==> config.mk <==
export PLATFORM = sky130hd
export DESIGN_NAME = line_charset_classifier_core
export DESIGN_NICKNAME = d
export VERILOG_FILES = /design/src/hdl/lcc_pkg.sv /design/src/hdl/line_charset_classifier_core.sv
export SDC_FILE = /design/constraint.sdc
export NUM_CORES = 1
export LEC_CHECK = 0
export ABC_AREA = 1
export BUFFER_PORTS_ARGS = -buffer_cell sky130_fd_sc_hd__buf_2
export CAP_MARGIN = 15
export CELL_PAD_IN_SITES_DETAIL_PLACEMENT = 0
export CELL_PAD_IN_SITES_GLOBAL_PLACEMENT = 1
export CORE_UTILIZATION = 39
export CTS_CLUSTER_DIAMETER = 60
export CTS_CLUSTER_SIZE = 20
export DETAILED_ROUTE_END_ITERATION = 12
export PLACE_DENSITY_LB_ADDON = 0.1
export RECOVER_POWER = 50
export SYNTH_ARGS = -nofsm -noshare
export SYNTH_HDL_FRONTEND = slang
export SYNTH_SLANG_ARGS = --single-unit
==> constraint.sdc <==
create_clock -name clk -period 1.6 [get_ports clk]
set_input_delay 0.24 -clock clk [delete_from_list [all_inputs] [get_ports clk]]
set_output_delay 0.24 -clock clk [all_outputs]
set_load 0.02 [all_outputs]
==> src/hdl/lcc_pkg.sv <==
// Shared constants, types and a byte-range helper for the line charset classifier.
package lcc_pkg;

  localparam int unsigned BYTE_W    = 8;
  localparam int unsigned CLASS_W   = 2;
  localparam int unsigned PEND_W    = 3;
  localparam int unsigned OUT_TDATA_W = 8;

  typedef logic [BYTE_W-1:0]  byte_t;
  typedef logic [CLASS_W-1:0] class_t;
  typedef logic [PEND_W-1:0]  pend_t;

  // Line class codes
  localparam class_t CLS_NONE  = 2'd0;
  localparam class_t CLS_SJIS  = 2'd1;
  localparam class_t CLS_EUCKR = 2'd2;
  localparam class_t CLS_UTF8  = 2'd3;

  // Byte range bounds
  localparam byte_t B_ASCII_MAX  = 8'h7f;
  localparam byte_t B_KANA_LO    = 8'ha1;
  localparam byte_t B_KANA_HI    = 8'hdf;
  localparam byte_t B_SJ_LEAD1_LO = 8'h81;
  localparam byte_t B_SJ_LEAD1_HI = 8'h9f;
  localparam byte_t B_SJ_LEAD2_LO = 8'he0;
  localparam byte_t B_SJ_LEAD2_HI = 8'hef;
  localparam byte_t B_SJ_LEAD3_LO = 8'hf0;
  localparam byte_t B_SJ_LEAD3_HI = 8'hfc;
  localparam byte_t B_SJ_TR1_LO  = 8'h40;
  localparam byte_t B_SJ_TR1_HI  = 8'h7e;
  localparam byte_t B_SJ_TR2_LO  = 8'h80;
  localparam byte_t B_KR_LO      = 8'ha1;
  localparam byte_t B_KR_HI      = 8'hfe;
  localparam byte_t B_KR_SS2     = 8'h8e;
  localparam byte_t B_KR_SS3     = 8'h8f;

  // Output beat layout (lowest bit up)
  localparam int unsigned OB_CLASS_LO = 0;
  localparam int unsigned OB_SJIS     = 2;
  localparam int unsigned OB_EUCKR    = 3;
  localparam int unsigned OB_UTF8     = 4;

  function automatic logic in_range(input byte_t b, input byte_t lo, input byte_t hi);
    in_range = (b >= lo) && (b <= hi);
  endfunction

endpackage

==> src/hdl/line_charset_classifier_core.sv <==
// Line charset classifier: Shift-JIS, EUC-KR and UTF-8 validators with end-of-line verdict.
// An end-of-line beat is held in the input register stage, then its verdict in the result register.
// Throughput: one beat per cycle; the only stall is a result waiting on out_tready.
// Data-byte beats produce no result; each updates the validator state.
// Reset (rst_n low, synchronous): pipeline emptied, all validators cleared to good/idle.
module line_charset_classifier_core
  import lcc_pkg::*;
(
  input  logic                   clk,
  input  logic                   rst_n,
  input  logic                   in_tvalid,
  output logic                   in_tready,
  input  logic [BYTE_W-1:0]      in_tdata,   // [7:0] data_byte
  input  logic                   in_tlast,   // func: 1 = end of line
  output logic                   out_tvalid,
  input  logic                   out_tready,
  output logic [OUT_TDATA_W-1:0] out_tdata   // [1:0] line_class, [2] sjis_valid,
                                             // [3] euckr_valid, [4] utf8_valid, [7:5] 0
);

  // Input register stage
  logic  s1_valid_r, s1_valid_nxt;
  logic  s1_eol_r;
  byte_t s1_byte_r;

  // Validator state
  logic  sjis_await_r, sjis_await_nxt;
  logic  sjis_good_r,  sjis_good_nxt;
  logic  kr_await_r,   kr_await_nxt;
  logic  kr_good_r,    kr_good_nxt;
  pend_t u8_pend_r,    u8_pend_nxt;
  logic  u8_good_r,    u8_good_nxt;

  // Result register
  logic                   out_valid_r, out_valid_nxt;
  logic [OUT_TDATA_W-1:0] out_data_r,  out_data_nxt;

  logic  out_free, s1_fire, in_fire;
  logic  v_sjis, v_kr, v_u8;
  class_t cls;
  byte_t b;

  assign out_free  = !out_valid_r || out_tready;
  assign s1_fire   = s1_valid_r && (!s1_eol_r || out_free);
  assign in_tready = !s1_valid_r || s1_fire;
  assign in_fire   = in_tvalid && in_tready;
  assign b         = s1_byte_r;

  assign v_sjis = sjis_good_r && !sjis_await_r;
  assign v_kr   = kr_good_r && !kr_await_r;
  assign v_u8   = u8_good_r && (u8_pend_r == '0);

  always_comb begin
    if (v_sjis) begin
      cls = CLS_SJIS;
    end else if (v_kr) begin
      cls = CLS_EUCKR;
    end else if (v_u8) begin
      cls = CLS_UTF8;
    end else begin
      cls = CLS_NONE;
    end
  end

  always_comb begin
    sjis_await_nxt = sjis_await_r;
    sjis_good_nxt  = sjis_good_r;
    kr_await_nxt   = kr_await_r;
    kr_good_nxt    = kr_good_r;
    u8_pend_nxt    = u8_pend_r;
    u8_good_nxt    = u8_good_r;

    if (s1_fire && s1_eol_r) begin
      // line done: back to reset values
      sjis_await_nxt = 1'b0;
      sjis_good_nxt  = 1'b1;
      kr_await_nxt   = 1'b0;
      kr_good_nxt    = 1'b1;
      u8_pend_nxt    = '0;
      u8_good_nxt    = 1'b1;
    end else if (s1_fire) begin
      // Shift-JIS
      if (sjis_await_r) begin
        sjis_await_nxt = 1'b0;
        if (!(in_range(b, B_SJ_TR1_LO, B_SJ_TR1_HI) ||
              in_range(b, B_SJ_TR2_LO, B_SJ_LEAD3_HI))) begin
          sjis_good_nxt = 1'b0;
        end
      end else if (b <= B_ASCII_MAX || in_range(b, B_KANA_LO, B_KANA_HI)) begin
        sjis_await_nxt = 1'b0;
      end else if (in_range(b, B_SJ_LEAD1_LO, B_SJ_LEAD1_HI) ||
                   in_range(b, B_SJ_LEAD2_LO, B_SJ_LEAD2_HI) ||
                   in_range(b, B_SJ_LEAD3_LO, B_SJ_LEAD3_HI)) begin
        sjis_await_nxt = 1'b1;
      end else begin
        sjis_good_nxt = 1'b0;
      end

      // EUC-KR
      if (kr_await_r) begin
        kr_await_nxt = 1'b0;
        if (!in_range(b, B_KR_LO, B_KR_HI)) begin
          kr_good_nxt = 1'b0;
        end
      end else if (b <= B_ASCII_MAX) begin
        kr_await_nxt = 1'b0;
      end else if (b == B_KR_SS2 || b == B_KR_SS3) begin
        kr_good_nxt = 1'b0;
      end else if (in_range(b, B_KR_LO, B_KR_HI)) begin
        kr_await_nxt = 1'b1;
      end else begin
        kr_good_nxt = 1'b0;
      end

      // UTF-8
      if (u8_pend_r != '0) begin
        u8_pend_nxt = u8_pend_r - pend_t'(1);
        if (b[7:6] != 2'b10) begin
          u8_good_nxt = 1'b0;
        end
      end else if (!b[7]) begin
        u8_pend_nxt = '0;
      end else if (b[7:5] == 3'b110) begin
        u8_pend_nxt = pend_t'(1);
      end else if (b[7:4] == 4'b1110) begin
        u8_pend_nxt = pend_t'(2);
      end else if (b[7:3] == 5'b11110) begin
        u8_pend_nxt = pend_t'(3);
      end else if (b[7:2] == 6'b111110) begin
        u8_pend_nxt = pend_t'(4);
      end else if (b[7:1] == 7'b1111110) begin
        u8_pend_nxt = pend_t'(5);
      end else begin
        u8_good_nxt = 1'b0;
      end
    end
  end

  always_comb begin
    s1_valid_nxt  = in_fire ? 1'b1 : (s1_fire ? 1'b0 : s1_valid_r);
    out_valid_nxt = out_valid_r && !out_tready;
    out_data_nxt  = out_data_r;
    if (s1_fire && s1_eol_r) begin
      out_valid_nxt = 1'b1;
      out_data_nxt  = '0;
      out_data_nxt[OB_CLASS_LO +: CLASS_W] = cls;
      out_data_nxt[OB_SJIS]  = v_sjis;
      out_data_nxt[OB_EUCKR] = v_kr;
      out_data_nxt[OB_UTF8]  = v_u8;
    end
  end

  always_ff @(posedge clk) begin
    if (!rst_n) begin
      s1_valid_r   <= 1'b0;
      out_valid_r  <= 1'b0;
      sjis_await_r <= 1'b0;
      sjis_good_r  <= 1'b1;
      kr_await_r   <= 1'b0;
      kr_good_r    <= 1'b1;
      u8_pend_r    <= '0;
      u8_good_r    <= 1'b1;
    end else begin
      s1_valid_r   <= s1_valid_nxt;
      out_valid_r  <= out_valid_nxt;
      sjis_await_r <= sjis_await_nxt;
      sjis_good_r  <= sjis_good_nxt;
      kr_await_r   <= kr_await_nxt;
      kr_good_r    <= kr_good_nxt;
      u8_pend_r    <= u8_pend_nxt;
      u8_good_r    <= u8_good_nxt;
    end
  end

  // payload registers
  always_ff @(posedge clk) begin
    if (in_fire) begin
      s1_byte_r <= in_tdata;
      s1_eol_r  <= in_tlast;
    end
    out_data_r <= out_data_nxt;
  end

  assign out_tvalid = out_valid_r;
  assign out_tdata  = out_data_r;

endmodule

==> summary.md, run 1 <==
| Metric | Value |
|---|---|
| Cells after synthesis | `150` |
| Post-route ant nets | `0` |
| Fraction of registers with async set/reset | `0%` |
| CP peak stage delay | `~0.33 ns` |
| Final Slew Violations | `0` |
| Clock buffer depth | `2` |
| Total wire length | `2300 um` |
| GPL Wtd Cong | `between 0.7 and 0.8` |
| Layout fillers | `288` |
| Crit end category | `flip-flop` |
| Commonest non-fill, non-tap cell in the layout | `nand2_1` |
| CP max-delay cell | `dfxtp_1` |
| Leakage | `0.650 nW` |
| Top cell by count, worst path | `inv_1` |
| H-tree depth | `1` |
| Vias/cell | `4.78` |
| Final hold vios | `0` |
| Via count | `a little under 1000` |
| Synth cell types | `24` |
| Number of global-route vias before repair | `between 900 and 1000` |
| Final instance area | `1370 um2` |
| Ant. Diodes | `0` |
| Number of buffers created by CTS | `3` |
| Critical-path cell list | `inv_1 -> ha_1 -> inv_1 -> nor2_2 -> a21oi_1 -> o21ai_0 -> nand2_1 -> nor2_1 -> nor3_2` |
| Post-CTS Hold Buffers | `0` |
| Clock transition at path regs | `0.14 ns` |
| Failing checks | `DRC` |
| M1 GR Usage | `21.9%` |
| Final Skew | `0.00886 ns` |
| Main flop type after synthesis | `edfxtp_1` |
| Critical Path RT | `approximately 1.8 ns` |
| Crit start category | `flip-flop` |
| Die area | `between 3000 and 4000 um2` |
| Global-route wire length before repair | `4040 um` |
| Final setup TNS | `0 ns` |
| Area grow syn2layout | `12.1%` |
| Routed WL per cell | `11.3 um` |
| Post-Synthesis Cell Area | `1220 um2` |
| Clk sinks | `24` |
| Max-cap violations | `0` |
| CTS tree | `yes` |
| Worst Hold Class | `input pin to flip-flop` |
| Seq/Total Area, Yosys | `50.9%` |
| Final period util | `86.1%` |
| Final Total Pwr | `1.20 mW` |
| Initial antenna violation count | `0` |
| NumNets Final | `189` |
| Outcome | `finished, violations left` |
| Row count | `19` |
| Die height | `57.9 um` |
| Synthesis Warnings | `0` |
| Global Route met2 Usage | `26.6%` |
| Io pins | `23` |
| Buffers on Ports | `19` |
| Drt pass-1 iters | `8` |
| F_max | `726 MHz` |
| Pre-CTS WS | `roughly 0.12 ns` |
| Share of layout cells above drive strength 1 | `between 10% and 20%` |
| DR iter-0 viols | `14` |
| GRT Max-Usage Layer | `met2` |
| Root Buffer | `clkbuf_4` |
| Max FO, Critical Path | `5` |
| Post-DP Area | `1350 um2` |
| Setup Crit Path Kind | `flip-flop to flip-flop` |
| EDFF count, synth | `14` |
| RSZ-0062 raised after global routing | `no` |
| Most frequent cells in the layout | `nand2_1, inv_1, edfxtp_1` |
| Final Util | `about 48%` |
| Final WS setup | `0.223 ns` |
| Yosys reg bits | `24` |
| Die X | `57.9 um` |
| Max VDD drop | `around 0.00057 V` |
| Post-Synthesis Mean Instance Area | `8.13 um2` |
| Largest net degree at the start of global routing | `14` |
| Final HPWL DP | `roughly 1900 um` |
| Crit path arrival time | `about 1.6 ns` |
| Clk_lat worst skew | `0.32 ns` |
| Min Tclk post-route | `1.38 ns` |
| Global route overflow | `0` |
| PwrDens | `874 nW/um2` |
| Core ar. | `roughly 2900 um2` |
| DRC violations left | `1` |
| All-Layer GR Usage | `16.4%` |
| # setup viols final | `0` |
| Met3 usage | `2.90%` |
| Starting Density | `42.8%` |
## state kept, by name (all words and copies together) (netlist names)
name          flops
u8_pend_r         3
kr_await_r        1
sjis_good_r       1
out_tdata         5
u8_good_r         1
out_tvalid        1
kr_good_r         1
s1_valid_r        1
b                 8
s1_eol_r          1
sjis_await_r      1
## layout make-up
cell class	count	area, um2	area share, %
inverters	25	93.8	6.86
well taps	31	38.8	2.84
flip-flops and latches	24	621	45.4
clock inverters	1	3.75	0.274
clock buffers	3	22.5	1.65
repair buffers	20	95.1	6.95
multi-input cells	100	493	36.0
## per-layer routing
metal	vias to the layer above	share of wire (%)
li1	522	-
met1	433	48
met2	17	47
met3	4	3.0
met4	0	1.4
met5	-	0
## Yosys cell counts (2+ instances only)
cell,number,area share [%]
a21oi_1,7,2.9
buf_4,3,1.8
dfxtp_1,10,16
edfxtp_1,14,34
ha_1,2,2.1
inv_1,25,7.7
nand2_1,41,13
nand2_2,2,1.0
nand3_1,8,3.3
nor2_1,14,4.3
nor2_2,2,1.0
o211ai_1,2,1.2
o21ai_0,8,3.3
o21ai_1,2,0.82
## logic make-up (layout without fill, tap and decap cells)
logic type	count (synthesis)	in the layout	synth area share, %
buf+inv	28	49	9.54
other cells	1	3	0.307
fa+ha+maj	2	2	2.05
compound gates	21	21	9.33
simple gates	74	74	27.9
flops	24	24	50.9
## metrics by stage
step / std cells / hold slack, ns
CTS: 204 / 0.0779
detailed placement: 200 / 0.418
global placement: 200 / 0.416
finish: 204 / 0.0836
floorplan: 152 / 0.339
global route: 204 / 0.0635
## power breakdown
group / internal (mW) / total (mW) / switching [mW]
sequential: 0.691 / 0.716 / 0.0250
clock: 0.0913 / 0.277 / 0.186
combinational: 0.0704 / 0.203 / 0.132
total: 0.852 / 1.20 / 0.343
## worst max-delay path, delay by kind of cell, from the launching register on
kind	cells	cell delay, ns
AO/OA/AOI/OAI	2	0.15
adder cells (fa/ha/maj)	1	0.19
buffers and inverters	2	0.15
flip-flops	1	0.33
AND/OR/NAND/NOR	4	0.46
## final timing paths
path	from	slack [ns]	end	depth (start not counted)
worst min-delay path	in_tdata[0]	0.08	b[0]	1
worst min register to register	kr_good_r	0.46	kr_good_r	2
worst max register to register	u8_pend_r[0]	0.22	u8_pend_r[2]	9
worst max-delay path	u8_pend_r[0]	0.22	u8_pend_r[2]	9
## repair_timing
action                                  4_1_cts  5_1_grt
gates resized for setup                       0        1
buffers inserted                              0        0
endpoints found under the setup margin        0        6
Note: power is estimated with default switching activity, not from simulation.
==> inputs of run 2 (changes only) <==
- CORE_MARGIN: unset -> 2
==> summary.md, run 2 (synthesized netlist as in run 1, its figures left out) <==
| Metric | Value |
|---|---|
| Critical Path RT | `around 1.4 ns` |
| Outcome | `finished clean` |
| Io pins | `23` |
| Die height | `59.9 um` |
| Final setup TNS | `0 ns` |
| Vias/cell | `~4.8` |
| Share of layout cells above drive strength 1 | `15.0%` |
| Drt pass-1 iters | `4` |
| Clk sinks | `24` |
| Clock transition at path regs | `0.14 ns` |
| Die area | `3590 um2` |
| Final Total Pwr | `1.30 mW` |
| Max VDD drop | `around 0.00041 V` |
| Core ar. | `3000 um2` |
| Global route overflow | `0` |
| Layout fillers | `299` |
| PwrDens | `around 940 nW/um2` |
| Crit end category | `output port` |
| Setup Crit Path Kind | `flip-flop to output port` |
| Global-route wire length before repair | `between 3000 and 4000 um` |
| NumNets Final | `189` |
| Area grow syn2layout | `13.8%` |
| # setup viols final | `0` |
| Number of buffers created by CTS | `3` |
| Max FO, Critical Path | `3` |
| Number of global-route vias before repair | `940` |
| Crit start category | `flip-flop` |
| Starting Density | `between 40% and 50%` |
| Worst reg2reg setup slack | `0.22 ns` |
| Commonest non-fill, non-tap cell in the layout | `nand2_1` |
| Max-cap violations | `0` |
| Ant. Diodes | `0` |
| Post-cts resize count | `0` |
| Most frequent cells in the layout | `nand2_1, inv_1, nor2_1, edfxtp_1, buf_2` |
| GPL Wtd Cong | `0.802` |
| Clk_lat worst skew | `about 0.32 ns` |
| Min Tclk post-route | `1.40 ns` |
| Clock buffer depth | `2` |
| Final period util | `87.3%` |
| Largest net degree at the start of global routing | `15` |
| Internal power | `around 0.95 mW` |
| Leakage | `0.661 nW` |
| Number of flip-flops in the largest register | `8` |
| Final hold vios | `0` |
| Logic pwr share | `15.6%` |
| Final Skew | `around 0.0055 ns` |
| Most flops, register | `b` |
| DRC violations left | `0` |
| CP peak stage delay | `0.35 ns` |
| H-tree depth | `1` |
| Post-CTS Hold Buffers | `0` |
| Critical-path cell list | `inv_1 -> nor2_1 -> nand3_1 -> buf_2` |
| Sequential fraction of design power | `54.9%` |
| Total wire length | `2330 um` |
| Die X | `between 50 and 60 um` |
| DR iter-0 viols | `45` |
| NetSw | `0.351 mW` |
| F_max | `roughly 700 MHz` |
| Post-CTS setup buffer count | `0` |
| Initial antenna violation count | `0` |
| Via count | `between 900 and 1000` |
| Routed WL per cell | `11.3 um` |
| CP max-delay cell | `dfxtp_1` |
| CTS tree | `yes` |
| Crit path arrival time | `~1.2 ns` |
| Sw Share | `27.0%` |
| Buffers on Ports | `19` |
| RSZ-0062 raised after global routing | `no` |
| Clk network pwr share | `29.5%` |
| Final Slew Violations | `0` |
| Post-route ant nets | `0` |
| Hold WS | `0.0843 ns` |
| Root Buffer | `clkbuf_4` |
| Final HPWL DP | `1880 um` |
| Worst Hold Class | `input pin to flip-flop` |
| Row count | `20` |
| All-Layer GR Usage | `14.8%` |
run 2: worst max-delay path: cells and delay by family (launching register included):
kind / cells / cell delay [ns]
flip-flops: 1 / 0.35
AND/OR/NAND/NOR: 2 / 0.26
buffers and inverters: 2 / 0.22
run 2: area by class of cell:
class | count | area, um2 | area share [%]
clock buffer | 4 | 47.5 | 3.42
tap | 33 | 41.3 | 2.97
multi-input combinational | 100 | 490 | 35.3
sequential | 24 | 621 | 44.7
inverter | 25 | 93.8 | 6.76
timing repair buffer | 20 | 95.1 | 6.85
run 2: power groups by stage:
stage | clock [mW] | combinational (mW) | sequential, mW
2_1_floorplan | 0 | 0.149 | 0.729
3_3_place_gp | 0 | 0.200 | 0.727
3_5_place_dp | 0 | 0.206 | 0.729
4_1_cts | 0.395 | 0.207 | 0.715
5_1_grt | 0.421 | 0.236 | 0.720
6_report | 0.384 | 0.203 | 0.715
run 2: final timing paths:
kind,start,to,depth (start not counted)
setup / recovery,out_tvalid,in_tready,4
hold / removal,in_tlast,s1_eol_r,1
setup reg to reg,u8_pend_r[0],u8_pend_r[2],7
hold reg to reg,kr_good_r,kr_good_r,2
run 2: stage by stage:
step	instances	setup slack, ns	instance area, um2	utilization, %
final	206	0.204	1390	46.3
after floorplan	152	0.234	1230	-
after detailed placement	202	0.100	1350	44.9
after CTS	206	0.0634	1400	46.5
after global placement	202	0.207	1350	44.9
after global routing	206	0.0565	1390	46.3
run 2: layer usage:
metal | share of wire (%) | up-vias | global-route usage, %
li1 | - | 520 | -
met1 | 47 | 449 | 19.5
met2 | 49 | 24 | 24.4
met3 | 3.7 | 2 | 2.60
met4 | 0.90 | 0 | 4.76
met5 | 0 | - | 0
==> inputs of run 3 (changes only) <==
==> constraint.sdc (replaced) <==
create_clock -name clk -period 1.6 [get_ports clk]
set_input_delay 0.08 -clock clk [delete_from_list [all_inputs] [get_ports clk]]
set_output_delay 0.08 -clock clk [all_outputs]
set_load 0.02 [all_outputs]
==> summary.md, run 3 (synthesized netlist as in run 1, its figures left out) <==
| Metric | Value |
|---|---|
| Clock buffer depth | `2` |
| Number of buffers created by CTS | `3` |
| Sequential cell area | `621 um2` |
| Critical Path RT | `around 1.8 ns` |
| Die area | `3590 um2` |
| Final Skew | `0.00489 ns` |
| # setup viols final | `0` |
| Final setup TNS | `0 ns` |
| Number of cells on the critical path | `7` |
| Min Tclk post-route | `1.38 ns` |
| Hold Crit Depth | `3` |
| Clk sinks | `24` |
| All-Layer GR Usage | `15.1%` |
| Core ar. | `3000 um2` |
| Reg2reg end | `u8_pend_r[2]` |
| Kind of cell adding the most delay to the critical path | `simple AND/OR/NAND/NOR gates` |
| Area grow syn2layout | `21.9%` |
| H-tree depth | `1` |
| Crit path buf inv count | `2` |
| Clk_lat worst skew | `roughly 0.32 ns` |
| Crit end category | `flip-flop` |
| Hold EP | `s1_valid_r` |
| Pre-CTS WS | `between 0.1 and 0.15 ns` |
| Cell count of the worst reg-to-reg path | `7` |
| Final HPWL DP | `1880 um` |
| Hold_sp | `in_tvalid` |
| Ant. Diodes | `0` |
| DRC violations left | `0` |
| Clock transition at path regs | `0.14 ns` |
| Share of layout cells above drive strength 1 | `13.7%` |
| GPL Wtd Cong | `0.802` |
| Max FO, Critical Path | `5` |
| CP max-delay cell | `dfxtp_1` |
| Max VDD drop | `roughly 0.00042 V` |
| Most flops, register | `b` |
| Initial antenna violation count | `0` |
| CTS tree | `yes` |
| Max-cap violations | `0` |
| R2R Path Start | `u8_pend_r[0]` |
| Via count | `around 1000` |
| Worst reg2reg setup slack | `about 0.22 ns` |
| Hold WS | `0.0384 ns` |
| Die X | `59.9 um` |
| Global-route wire length before repair | `slightly above 4000 um` |
| Most frequent cells in the layout | `nand2_1, inv_1, nor2_1, edfxtp_1, buf_2` |
| Leakage | `0.701 nW` |
| Setup Crit Path Kind | `flip-flop to flip-flop` |
| Routed WL per cell | `11.2 um` |
| Critical-path cell list | `inv_1 -> ha_1 -> inv_1 -> nor2_2 -> nand3_4 -> a21oi_1 -> nor3_2` |
| Crit path arrival time | `1.61 ns` |
| Post-route ant nets | `0` |
| F_max | `723 MHz` |
| Final period util | `86.5%` |
| RSZ-0062 raised after global routing | `no` |
| Starting Density | `between 40% and 50%` |
| Vias/cell | `4.73` |
| PwrDens | `889 nW/um2` |
| Outcome | `finished clean` |
| Largest net degree at the start of global routing | `15` |
| Multi-input logic area | `490 um2` |
| Number of global-route vias before repair | `between 900 and 1000` |
| Row count | `20` |
| Drt pass-1 iters | `4` |
| Global route overflow | `0` |
| Crit start category | `flip-flop` |
| Final hold vios | `0` |
| DR iter-0 viols | `41` |
| Number of flip-flops in the largest register | `8` |
| Buffers on Ports | `19` |
| Final Slew Violations | `0` |
| NumNets Final | `199` |
| Top cell by count, worst path | `inv_1` |
| Final WS setup | `approximately 0.22 ns` |
| Root Buffer | `clkbuf_4` |
| Io pins | `23` |
| Commonest non-fill, non-tap cell in the layout | `nand2_1` |
| CP peak stage delay | `0.34 ns` |
| Die height | `around 60 um` |
| Worst Hold Class | `input pin to flip-flop` |
| Layout fillers | `289` |
| Total wire length | `2430 um` |
## run 3: worst reg2reg max path, cell delays in order (launching register included)
cell and delay (ns):
dfxtp_1 0.34, inv_1 0.10, ha_1 0.18, inv_1 0.05, nor2_2 0.23, nand3_4 0.14
a21oi_1 0.19, nor3_2 0.06
## run 3: what timing repair did
item	in CTS	in global routing
hold buffers	10	0
setup buffers	0	0
setup endpoints to repair	0	5
gates resized for setup	0	1
endpoints found under the hold margin	10	0
## run 3: worst max-delay path by stage
stage	startpoint	end	slack, ns
finish	u8_pend_r[0]	u8_pend_r[2]	0.22
global route	out_tvalid	kr_await_r	0.06
CTS	u8_pend_r[0]	u8_pend_r[2]	0.06
detailed placement	u8_pend_r[0]	u8_pend_r[2]	0.10
global placement	u8_pend_r[0]	u8_pend_r[1]	0.21
floorplan	out_tvalid	b[0]	0.23
## run 3: area by class of cell
type	count	area share (%)
inverters	25	6.31
flip-flops and latches	24	41.7
clock buffers	4	3.20
well taps	33	2.78
multi-input cells	100	33.0
repair buffers	30	13.0
## run 3: per-stage QoR
| step | power, mW | instance area, um2 | cells | utilization (%) |
|---|---|---|---|---|
| floorplan | 0.878 | 1230 | 152 | - |
| global placement | 0.928 | 1350 | 202 | 44.9 |
| detailed placement | 0.934 | 1350 | 202 | 44.9 |
| CTS | 1.33 | 1500 | 216 | 49.8 |
| global route | 1.40 | 1490 | 216 | 49.5 |
| finish | 1.32 | 1490 | 216 | 49.5 |
## run 3: routing by layer
layer  global-route usage (%)  wire length, um
met1                     19.4             1150
met2                     25.8             1200
met3                     2.60               59
met4                     4.76               21
met5                        0                0
## run 3: power breakdown
group          leakage (nW)  internal [mW]  switching, mW
clock network        0.0261          0.191          0.194
registers             0.213          0.691         0.0246
logic                 0.462         0.0855          0.137
